<file path="config.mk">
export PLATFORM = sky130hd
export DESIGN_NAME = som_two_unit_train_classify
export DESIGN_NICKNAME = d
export VERILOG_FILES = /design/src/rtl/som2_pkg.sv /design/src/rtl/som2_ctrl.sv /design/src/rtl/som2_dp.sv /design/src/rtl/som_two_unit_train_classify.sv
export VERILOG_INCLUDE_DIRS = /design/src /design/src/rtl
export SDC_FILE = /design/constraint.sdc
export NUM_CORES = 2
export LEC_CHECK = 0
export BUFFER_PORTS_ARGS = -buffer_cell sky130_fd_sc_hd__buf_2
export CAP_MARGIN = 25
export CORE_MARGIN = 10
export CORE_UTILIZATION = 45
export CTS_CLUSTER_SIZE = 30
export DETAILED_ROUTE_END_ITERATION = 8
export PLACE_DENSITY_LB_ADDON = 0.12
export SLEW_MARGIN = 20
export SYNTH_ARGS = -nofsm -noshare
export SYNTH_HDL_FRONTEND = slang
export SYNTH_SLANG_ARGS = --single-unit
</file>
<file path="constraint.sdc">
create_clock -name i_clk -period 15.47 [get_ports i_clk]
set_clock_uncertainty 0.05 [all_clocks]
set_input_delay 4.641 -clock i_clk [delete_from_list [all_inputs] [get_ports i_clk]]
set_output_delay 4.641 -clock i_clk [all_outputs]
set_load 0.01 [all_outputs]
</file>
<file path="src/rtl/som_two_unit_train_classify_assert.svh">
// Assertion macros used by the sequencer of the two-unit map RTL.
`ifndef SOM_TWO_UNIT_TRAIN_CLASSIFY_ASSERT_SVH
`define SOM_TWO_UNIT_TRAIN_CLASSIFY_ASSERT_SVH
`ifndef ASSERT_OFF
// Same-cycle implication, checked out of reset.
`define SOM_ASSERT_IMPL(label, clk, rst_n, ante, cons) \
    label: assert property (@(posedge clk) disable iff (!rst_n) (ante) |-> (cons)) \
        else $error("assertion failed: same-cycle implication");
// Next-cycle implication, checked out of reset.
`define SOM_ASSERT_NEXT(label, clk, rst_n, ante, cons) \
    label: assert property (@(posedge clk) disable iff (!rst_n) (ante) |=> (cons)) \
        else $error("assertion failed: next-cycle implication");
`else
`define SOM_ASSERT_IMPL(label, clk, rst_n, ante, cons)
`define SOM_ASSERT_NEXT(label, clk, rst_n, ante, cons)
`endif
`endif

</file>
<file path="src/rtl/som2_pkg.sv">
// Shared types, codes and constants of the two-unit self-organizing map.
package som2_pkg;

    localparam int UNITS      = 2;
    localparam int VECTOR_LEN = 4;
    localparam int W_DEPTH    = UNITS * VECTOR_LEN;

    localparam logic [15:0] Q15_ONE = 16'd32768;

    // Item kinds
    localparam logic [2:0] KIND_LOAD     = 3'd0;
    localparam logic [2:0] KIND_TRAIN    = 3'd1;
    localparam logic [2:0] KIND_EPOCH    = 3'd2;
    localparam logic [2:0] KIND_CLASSIFY = 3'd3;
    localparam logic [2:0] KIND_RESTART  = 3'd4;

    // Register indexes
    localparam logic [1:0] CFG_INIT_ALPHA = 2'd0;
    localparam logic [1:0] CFG_DECAY      = 2'd1;
    localparam logic [1:0] CFG_FLOOR      = 2'd2;

    localparam logic [15:0] RST_INIT_ALPHA = 16'd3932;
    localparam logic [15:0] RST_DECAY      = 16'd62915;
    localparam logic [15:0] RST_FLOOR      = 16'd655;

    // Weight store index is {unit, element}
    localparam logic [15:0] START_W [W_DEPTH] = '{
        16'd6554,  16'd16384, 16'd26214, 16'd22938,
        16'd19661, 16'd29491, 16'd13107, 16'd9830
    };

    // Sequencer counter: eight squares plus one drain step, four updates plus one
    localparam logic [3:0] DIST_LAST = 4'd8;
    localparam logic [3:0] UPD_LAST  = 4'd4;

    typedef enum logic [1:0] {
        MUL_SQ,
        MUL_UPD,
        MUL_DECAY
    } t_mul_sel;

    typedef struct packed {
        logic       start;
        logic       load_w;
        logic       mul_en;
        t_mul_sel   mul_sel;
        logic [2:0] mul_idx;
        logic       acc_en;
        logic       wr_en;
        logic       alpha_decay;
        logic       restart;
        logic       out_load;
    } t_cmd;

    typedef struct packed {
        logic train_ok;
    } t_status;

endpackage

</file>
<file path="src/rtl/som2_ctrl.sv">
// Sequencer for the two-unit map: steps the shared multiplier and the output register.
`include "som_two_unit_train_classify_assert.svh"
module som2_ctrl (
    input  logic            i_clk,
    input  logic            i_rst_n,
    input  logic            i_in_valid,
    output logic            o_in_stall,
    input  logic [2:0]      i_kind,
    output logic            o_out_valid,
    input  logic            i_out_stall,
    input  som2_pkg::t_status i_status,
    output som2_pkg::t_cmd  o_cmd
);

    typedef enum logic [2:0] {
        S_IDLE,
        S_LOAD,
        S_DIST,
        S_UPD,
        S_DECAY_MUL,
        S_DECAY_WR,
        S_RESTART,
        S_FINISH
    } t_state;

    t_state     r_state;
    logic [3:0] r_cnt;
    logic [2:0] r_kind;
    logic       r_out_valid;
    logic       accept;
    logic       out_free;

    assign accept      = i_in_valid && (r_state == S_IDLE);
    assign out_free    = !r_out_valid || !i_out_stall;
    assign o_in_stall  = (r_state != S_IDLE);
    assign o_out_valid = r_out_valid;

    always_comb begin
        o_cmd         = '0;
        o_cmd.mul_sel = som2_pkg::MUL_SQ;
        o_cmd.mul_idx = r_cnt[2:0];
        o_cmd.start   = accept;
        case (r_state)
            S_LOAD: begin
                o_cmd.load_w = 1'b1;
            end
            S_DIST: begin
                o_cmd.mul_en = (r_cnt < som2_pkg::DIST_LAST);
                o_cmd.acc_en = (r_cnt != 4'd0);
            end
            S_UPD: begin
                o_cmd.mul_sel = som2_pkg::MUL_UPD;
                o_cmd.mul_en  = (r_cnt < som2_pkg::UPD_LAST);
                o_cmd.wr_en   = (r_cnt != 4'd0);
            end
            S_DECAY_MUL: begin
                o_cmd.mul_sel = som2_pkg::MUL_DECAY;
                o_cmd.mul_en  = 1'b1;
            end
            S_DECAY_WR: begin
                o_cmd.alpha_decay = 1'b1;
            end
            S_RESTART: begin
                o_cmd.restart = 1'b1;
            end
            S_FINISH: begin
                o_cmd.out_load = out_free;
            end
            default: begin
                o_cmd.start = accept;
            end
        endcase
    end

    always_ff @(posedge i_clk) begin
        if (!i_rst_n) begin
            r_state     <= S_IDLE;
            r_cnt       <= '0;
            r_kind      <= som2_pkg::KIND_LOAD;
            r_out_valid <= 1'b0;
        end else begin
            if (o_cmd.out_load) begin
                r_out_valid <= 1'b1;
            end else if (!i_out_stall) begin
                r_out_valid <= 1'b0;
            end
            case (r_state)
                S_IDLE: begin
                    r_cnt <= '0;
                    if (accept) begin
                        r_kind <= i_kind;
                        case (i_kind)
                            som2_pkg::KIND_LOAD:     r_state <= S_LOAD;
                            som2_pkg::KIND_TRAIN,
                            som2_pkg::KIND_CLASSIFY: r_state <= S_DIST;
                            som2_pkg::KIND_EPOCH:    r_state <= S_DECAY_MUL;
                            som2_pkg::KIND_RESTART:  r_state <= S_RESTART;
                            default:                 r_state <= S_FINISH;
                        endcase
                    end
                end
                S_DIST: begin
                    if (r_cnt == som2_pkg::DIST_LAST) begin
                        r_cnt <= '0;
                        if (r_kind == som2_pkg::KIND_TRAIN && i_status.train_ok) begin
                            r_state <= S_UPD;
                        end else begin
                            r_state <= S_FINISH;
                        end
                    end else begin
                        r_cnt <= r_cnt + 4'd1;
                    end
                end
                S_UPD: begin
                    if (r_cnt == som2_pkg::UPD_LAST) begin
                        r_cnt   <= '0;
                        r_state <= S_FINISH;
                    end else begin
                        r_cnt <= r_cnt + 4'd1;
                    end
                end
                S_DECAY_MUL: r_state <= S_DECAY_WR;
                S_LOAD,
                S_DECAY_WR,
                S_RESTART:   r_state <= S_FINISH;
                S_FINISH: begin
                    if (out_free) begin
                        r_state <= S_IDLE;
                    end
                end
                default: r_state <= S_IDLE;
            endcase
        end
    end

    `SOM_ASSERT_NEXT(a_load_sets_valid, i_clk, i_rst_n, o_cmd.out_load, r_out_valid)
    `SOM_ASSERT_NEXT(a_accept_leaves_idle, i_clk, i_rst_n, accept, r_state != S_IDLE)
    `SOM_ASSERT_IMPL(a_dist_cnt_range, i_clk, i_rst_n, r_state == S_DIST, r_cnt <= som2_pkg::DIST_LAST)
    `SOM_ASSERT_IMPL(a_upd_only_train, i_clk, i_rst_n, r_state == S_UPD, r_kind == som2_pkg::KIND_TRAIN)

endmodule

</file>
<file path="src/rtl/som2_dp.sv">
// Datapath of the two-unit map: weights, learning rate, shared multiplier, result register.
module som2_dp (
    input  logic           i_clk,
    input  logic           i_rst_n,
    input  som2_pkg::t_cmd i_cmd,
    output som2_pkg::t_status o_status,
    input  logic           i_cfg_we,
    input  logic [1:0]     i_cfg_index,
    input  logic [15:0]    i_cfg_data,
    input  logic [2:0]     i_kind,
    input  logic [15:0]    i_sample_0,
    input  logic [15:0]    i_sample_1,
    input  logic [15:0]    i_sample_2,
    input  logic [15:0]    i_sample_3,
    input  logic           i_unit_select,
    output logic           o_winner,
    output logic [32:0]    o_distance_unit0,
    output logic [32:0]    o_distance_unit1,
    output logic           o_weights_updated,
    output logic           o_training_done,
    output logic [15:0]    o_alpha_now
);

    logic [15:0]        r_x [som2_pkg::VECTOR_LEN];
    logic               r_sel;
    logic               r_is_dist;
    logic [15:0]        r_w [som2_pkg::W_DEPTH];
    logic [15:0]        r_alpha;
    logic [15:0]        r_init;
    logic [15:0]        r_decay;
    logic [15:0]        r_floor;
    logic [32:0]        r_acc0;
    logic [32:0]        r_acc1;
    logic signed [35:0] r_prod;
    logic [2:0]         r_pidx;
    logic [15:0]        r_wold;
    logic               r_upd;
    logic               r_winner;
    logic [32:0]        r_dist0;
    logic [32:0]        r_dist1;
    logic               r_updated;
    logic               r_done;
    logic [15:0]        r_alpha_out;

    logic [15:0]        samp [som2_pkg::VECTOR_LEN];
    logic               win;
    logic [2:0]         rd_idx;
    logic [15:0]        w_rd;
    logic [15:0]        x_rd;
    logic signed [16:0] diff;
    logic [15:0]        absd;
    logic signed [17:0] mul_a;
    logic signed [17:0] mul_b;
    logic signed [35:0] prod;
    logic signed [19:0] delta;
    logic signed [20:0] wsum;
    logic [15:0]        n_weight;

    assign samp[0] = i_sample_0;
    assign samp[1] = i_sample_1;
    assign samp[2] = i_sample_2;
    assign samp[3] = i_sample_3;

    // Unit 0 wins only on a strictly smaller distance
    assign win    = (r_acc0 < r_acc1) ? 1'b0 : 1'b1;
    assign rd_idx = (i_cmd.mul_sel == som2_pkg::MUL_UPD) ? {win, i_cmd.mul_idx[1:0]}
                                                         : i_cmd.mul_idx;
    assign w_rd   = r_w[rd_idx];
    assign x_rd   = r_x[rd_idx[1:0]];
    assign diff   = $signed({1'b0, x_rd}) - $signed({1'b0, w_rd});
    assign absd   = diff[16] ? 16'(-diff) : diff[15:0];

    always_comb begin
        case (i_cmd.mul_sel)
            som2_pkg::MUL_SQ: begin
                mul_a = $signed({2'b00, absd});
                mul_b = $signed({2'b00, absd});
            end
            som2_pkg::MUL_UPD: begin
                mul_a = $signed({2'b00, r_alpha});
                mul_b = $signed({diff[16], diff});
            end
            som2_pkg::MUL_DECAY: begin
                mul_a = $signed({2'b00, r_alpha});
                mul_b = $signed({2'b00, r_decay});
            end
            default: begin
                mul_a = '0;
                mul_b = '0;
            end
        endcase
    end

    assign prod = mul_a * mul_b;

    // Floor shift of the update product, then clamp into 0..1.0
    assign delta = r_prod[35:16];
    assign wsum  = $signed({5'b00000, r_wold}) + $signed({delta[19], delta});
    always_comb begin
        if (wsum < 0) begin
            n_weight = '0;
        end else if (wsum > $signed({5'b00000, som2_pkg::Q15_ONE})) begin
            n_weight = som2_pkg::Q15_ONE;
        end else begin
            n_weight = wsum[15:0];
        end
    end

    assign o_status.train_ok = (r_alpha > r_floor);

    always_ff @(posedge i_clk) begin
        if (!i_rst_n) begin
            r_w     <= som2_pkg::START_W;
            r_alpha <= som2_pkg::RST_INIT_ALPHA;
            r_init  <= som2_pkg::RST_INIT_ALPHA;
            r_decay <= som2_pkg::RST_DECAY;
            r_floor <= som2_pkg::RST_FLOOR;
        end else begin
            if (i_cfg_we) begin
                case (i_cfg_index)
                    som2_pkg::CFG_INIT_ALPHA: r_init  <= i_cfg_data;
                    som2_pkg::CFG_DECAY:      r_decay <= i_cfg_data;
                    som2_pkg::CFG_FLOOR:      r_floor <= i_cfg_data;
                    default:                  r_init  <= r_init;
                endcase
            end
            if (i_cmd.load_w) begin
                for (int e = 0; e < som2_pkg::VECTOR_LEN; e++) begin
                    r_w[{r_sel, 2'(e)}] <= r_x[e];
                end
            end
            if (i_cmd.wr_en) begin
                r_w[r_pidx] <= n_weight;
            end
            if (i_cmd.alpha_decay) begin
                r_alpha <= r_prod[31:16];
            end
            if (i_cmd.restart) begin
                r_alpha <= r_init;
            end
        end
    end

    always_ff @(posedge i_clk) begin
        if (i_cmd.start) begin
            for (int e = 0; e < som2_pkg::VECTOR_LEN; e++) begin
                r_x[e] <= (samp[e] > som2_pkg::Q15_ONE) ? som2_pkg::Q15_ONE : samp[e];
            end
            r_sel     <= i_unit_select;
            r_is_dist <= (i_kind == som2_pkg::KIND_TRAIN) || (i_kind == som2_pkg::KIND_CLASSIFY);
            r_acc0    <= '0;
            r_acc1    <= '0;
            r_upd     <= 1'b0;
        end else begin
            if (i_cmd.acc_en) begin
                if (r_pidx[2]) begin
                    r_acc1 <= r_acc1 + r_prod[32:0];
                end else begin
                    r_acc0 <= r_acc0 + r_prod[32:0];
                end
            end
            if (i_cmd.wr_en && (n_weight != r_wold)) begin
                r_upd <= 1'b1;
            end
        end
        if (i_cmd.mul_en) begin
            r_prod <= prod;
            r_pidx <= rd_idx;
            r_wold <= w_rd;
        end
        if (i_cmd.out_load) begin
            r_winner    <= r_is_dist ? win : 1'b0;
            r_dist0     <= r_acc0;
            r_dist1     <= r_acc1;
            r_updated   <= r_upd;
            r_done      <= (r_alpha <= r_floor);
            r_alpha_out <= r_alpha;
        end
    end

    assign o_winner          = r_winner;
    assign o_distance_unit0  = r_dist0;
    assign o_distance_unit1  = r_dist1;
    assign o_weights_updated = r_updated;
    assign o_training_done   = r_done;
    assign o_alpha_now       = r_alpha_out;

endmodule

</file>
<file path="src/rtl/som_two_unit_train_classify.sv">
// Top level of the two-unit self-organizing map with train and classify items.
//
// Input channel: i_in_valid / o_in_stall with the item fields i_kind, i_sample_0..3
// and i_unit_select. An item transfers at a clock edge with valid high and stall low.
// Output channel: o_out_valid / i_out_stall with the result fields; one result per item.
// Configuration: i_cfg_valid / o_cfg_ready with i_cfg_index and i_cfg_data; ready is
// always high, index 3 is dropped. Write registers only while the block is idle.
//
// Steps from an input transfer to the load of the result register, paced by one
// shared 18x18 multiplier that computes each square and each weight step in turn:
//   classify (eight squares, a drain step, the load), train (as classify, plus the
//   four weight steps and their drain unless training is done), end epoch (decay
//   multiply, rate write, load), load and restart (their step, then the load),
//   unused kinds (the load alone).
// The input stalls until the result is loaded and the block is idle again.
// A held result does not block a new item: the block takes it and works on it, and
// waits at the end only if the previous result is still stalled.
// Reset (synchronous, active low) restores the starting weights, the register
// defaults and the starting learning rate, and empties the output register.
module som_two_unit_train_classify (
    input  logic        i_clk,
    input  logic        i_rst_n,
    // input item channel
    input  logic        i_in_valid,
    output logic        o_in_stall,
    input  logic [2:0]  i_kind,
    input  logic [15:0] i_sample_0,
    input  logic [15:0] i_sample_1,
    input  logic [15:0] i_sample_2,
    input  logic [15:0] i_sample_3,
    input  logic        i_unit_select,
    // result channel
    output logic        o_out_valid,
    input  logic        i_out_stall,
    output logic        o_winner,
    output logic [32:0] o_distance_unit0,
    output logic [32:0] o_distance_unit1,
    output logic        o_weights_updated,
    output logic        o_training_done,
    output logic [15:0] o_alpha_now,
    // configuration write channel
    input  logic        i_cfg_valid,
    output logic        o_cfg_ready,
    input  logic [1:0]  i_cfg_index,
    input  logic [15:0] i_cfg_data
);

    som2_pkg::t_cmd    cmd;
    som2_pkg::t_status status;

    // Registers take a write in any cycle
    assign o_cfg_ready = 1'b1;

    som2_ctrl u_ctrl (
        .i_clk       (i_clk),
        .i_rst_n     (i_rst_n),
        .i_in_valid  (i_in_valid),
        .o_in_stall  (o_in_stall),
        .i_kind      (i_kind),
        .o_out_valid (o_out_valid),
        .i_out_stall (i_out_stall),
        .i_status    (status),
        .o_cmd       (cmd)
    );

    som2_dp u_dp (
        .i_clk             (i_clk),
        .i_rst_n           (i_rst_n),
        .i_cmd             (cmd),
        .o_status          (status),
        .i_cfg_we          (i_cfg_valid && o_cfg_ready),
        .i_cfg_index       (i_cfg_index),
        .i_cfg_data        (i_cfg_data),
        .i_kind            (i_kind),
        .i_sample_0        (i_sample_0),
        .i_sample_1        (i_sample_1),
        .i_sample_2        (i_sample_2),
        .i_sample_3        (i_sample_3),
        .i_unit_select     (i_unit_select),
        .o_winner          (o_winner),
        .o_distance_unit0  (o_distance_unit0),
        .o_distance_unit1  (o_distance_unit1),
        .o_weights_updated (o_weights_updated),
        .o_training_done   (o_training_done),
        .o_alpha_now       (o_alpha_now)
    );

endmodule
</file>
==> qor.txt <==
Top FF cell, synth = dfxtp_1
Post-synth EDFFs = 205
GR Overflow Total = 0
Setup crit start kind = register
worst skew pair latency = 0.68 ns
WP buf/inv = 8
Worst setup EP type = register
placed inst area = 0.03890 mm2
Min-Delay Path Class = register to register
cts hold-fix bufs = 0
delay of the slowest cell on the worst path = 0.62 ns
total die area = 0.09395 mm2
fin nets = 4810
R2R setup slack = 2.32 ns
1st-iter DRT viols = 2258
Synth cell types = 100
Worst Setup SP = u_dp.r_acc1[14]
post-CTS setup buffers = 0
wire length on met2 = 52.78 mm
Synth Register Bits = 475
initial antenna violation count = 13
Final Cell Area = 0.04088 mm2
DRC viols = 0
syn nets = 4711
Worst slew margin = 34.64%
Most common cell on crit path = inv_1
min cycle time layout = 13.15 ns
clock transition at the registers of the reported paths = 0.06 ns
unrepaired setup endpoints after global routing = no
Via Count = 29.73k
Hold Fails Final Rpt = 0
synth top area cells = edfxtp_1 17%, fa_1 15%, dfxtp_1 15%, nand2_1 8.4%, ha_1 7.9%
register area share after synthesis = 31.30%
CP max-delay cell = o31a_1
core footprint = 0.08172 mm2
Worst Tran Pin Value = 0.9804 ns
ys async rst share = 0%
Port Buf Inserts = 177
post-synthesis instance area = 0.03694 mm2
IO Pins = 179
syn avg cell area = 9.010 um2
area share of the largest cell type after synthesis = 16.66%
fraction of layout cells with a size suffix above 1 = 9.960%
Req. time, crit path = 15.78 ns
# setup viols final = 0
Synth Instances = 4100
TritonCTS Buffers = 56
wirelength, routed = 114.4 mm
Via density = 5.585
max_cap viols = 0
clock tree buffer depth = 3
Setup CP Type = register to register
hold path cells = 2
Syn-to-layout area delta = 10.66%
first-pass GRT wire length = 176.9 mm
DP HPWL = 86.70 mm
FP Rows = 105
setup tns final = 0 ns
DRT antenna net count = 0
Metal-1 WL = 49.99 mm
RePlAce Congestion = 0.9214
area leader, netlist = edfxtp_1
CTS tree = done
worst r2r src = u_dp.r_acc1[14]
Die H = 306.5 um
worst r2r dst = u_dp.r_prod[34]
number of global-route vias before repair = 29.10k
Starting Density = 45.21%
met3 wire length = 7.857 mm
FF-to-FF path depth = 46
status = finished clean
WL per Instance = 21.49 um
Max Slew Vio Count = 0
critical path arrival = 13.46 ns
Top delay family on crit path = compound AO/OA/AOI/OAI gates
total iterations of the first detailed-routing run = 6
DR top layer = met5
Die W = 306.5 um
Final period util = 84.99%
Total GRT Usage = 24.08%
Synth warnings = 0
post-cts sizing count = 0
most frequent cells in the layout = 828 x nand2_1, 473 x inv_1, 286 x fa_1, 268 x dfxtp_1, 234 x ha_1
highest clock rate = 0.07606 GHz
CTS Root Cell = clkbuf_16
clock sink count = 475
commonest non-fill, non-tap cell in the layout = nand2_1
critical path depth = 46
largest net degree at the start of global routing = 119
CTS HTree Levels = 2
CP Capture Point = u_dp.r_prod[34]
Worst Path Max Fanout = 15
## Yosys cell counts, types with 101 or more instances
| cell | count |
|---|---|
| nand2_1 | 829 |
| inv_1 | 474 |
| fa_1 | 286 |
| dfxtp_1 | 270 |
| ha_1 | 234 |
| nand3_1 | 209 |
| edfxtp_1 | 205 |
| a21oi_1 | 169 |
| nor2_1 | 167 |
| clkbuf_1 | 164 |
| o21ai_0 | 147 |
| nor2b_1 | 101 |
## logic make-up after synthesis
logic type / Yosys count / share of synthesized area, %
compound gates: 678 / 12.63
xor+xnor: 122 / 2.954
fa+ha+maj: 520 / 23.43
buf+inv: 664 / 6.869
flops: 475 / 31.30
mux: 76 / 3.689
other cells: 1 / 0.01015
simple gates: 1564 / 19.13
## per-stage QoR
stage	instances	util [%]	hold slack, ns	setup slack, ns
after CTS	5317	50.01	0.4182	2.454
final	5323	50.02	0.4141	2.322
after global routing	5320	50.02	0.4330	1.273
after floorplan	4100	-	0.3756	4.574
after global placement	5209	47.57	0.3990	2.759
after detailed placement	5211	47.60	0.4045	2.548
## registers in the layout, indices dropped and copies added, names as in the netlist, 33 cells and up
name,flops
u_dp.r_w,128
u_dp.r_x,64
u_dp.r_prod,35
u_dp.o_distance_unit0,33
u_dp.o_distance_unit1,33
u_dp.r_acc0,33
u_dp.r_acc1,33
## per-layer routing
layer  global-route usage, %  up-vias
met5                       0        -
met4                   7.115       10
met3                   3.656      173
met2                   39.18      923
met1                   32.88    14628
li1                        -    13995
## worst reg2reg max path: cells and delay by family, from the launching register on
family | cells | cell delay [ns]
AO/OA/AOI/OAI | 20 | 5.89
AND/OR/NAND/NOR | 7 | 1.42
adder cells (fa/ha/maj) | 9 | 4.00
XOR/XNOR | 2 | 0.27
buffers and inverters | 8 | 0.88
flip-flops | 1 | 0.38
## layout make-up
class                      instances  area, um2
fill                            7840      40840
multi-input combinational       2961      22910
sequential                       475      11570
inverter                         474       1782
clock buffer                      76       1580
tap                             1070       1339
timing repair buffer             231       1305
clock inverter                    30      384.1
antenna                            6      15.01
## how the worst min path moves through the flow
stage | startpoint | endpoint | slack, ns
6_report | u_dp.r_init[11] | u_dp.r_init[11] | 0.41
5_1_grt | u_dp.r_init[3] | u_dp.r_init[3] | 0.43
4_1_cts | u_dp.r_decay[2] | u_dp.r_decay[2] | 0.42
3_5_place_dp | u_dp.r_init[11] | u_dp.r_init[11] | 0.40
3_3_place_gp | u_dp.r_init[4] | u_dp.r_init[4] | 0.40
2_1_floorplan | u_dp.r_upd | u_dp.o_weights_updated | 0.38
Power is not shown: default switching activity piles up to over one toggle a cycle in this logic, so the estimate is an artifact.
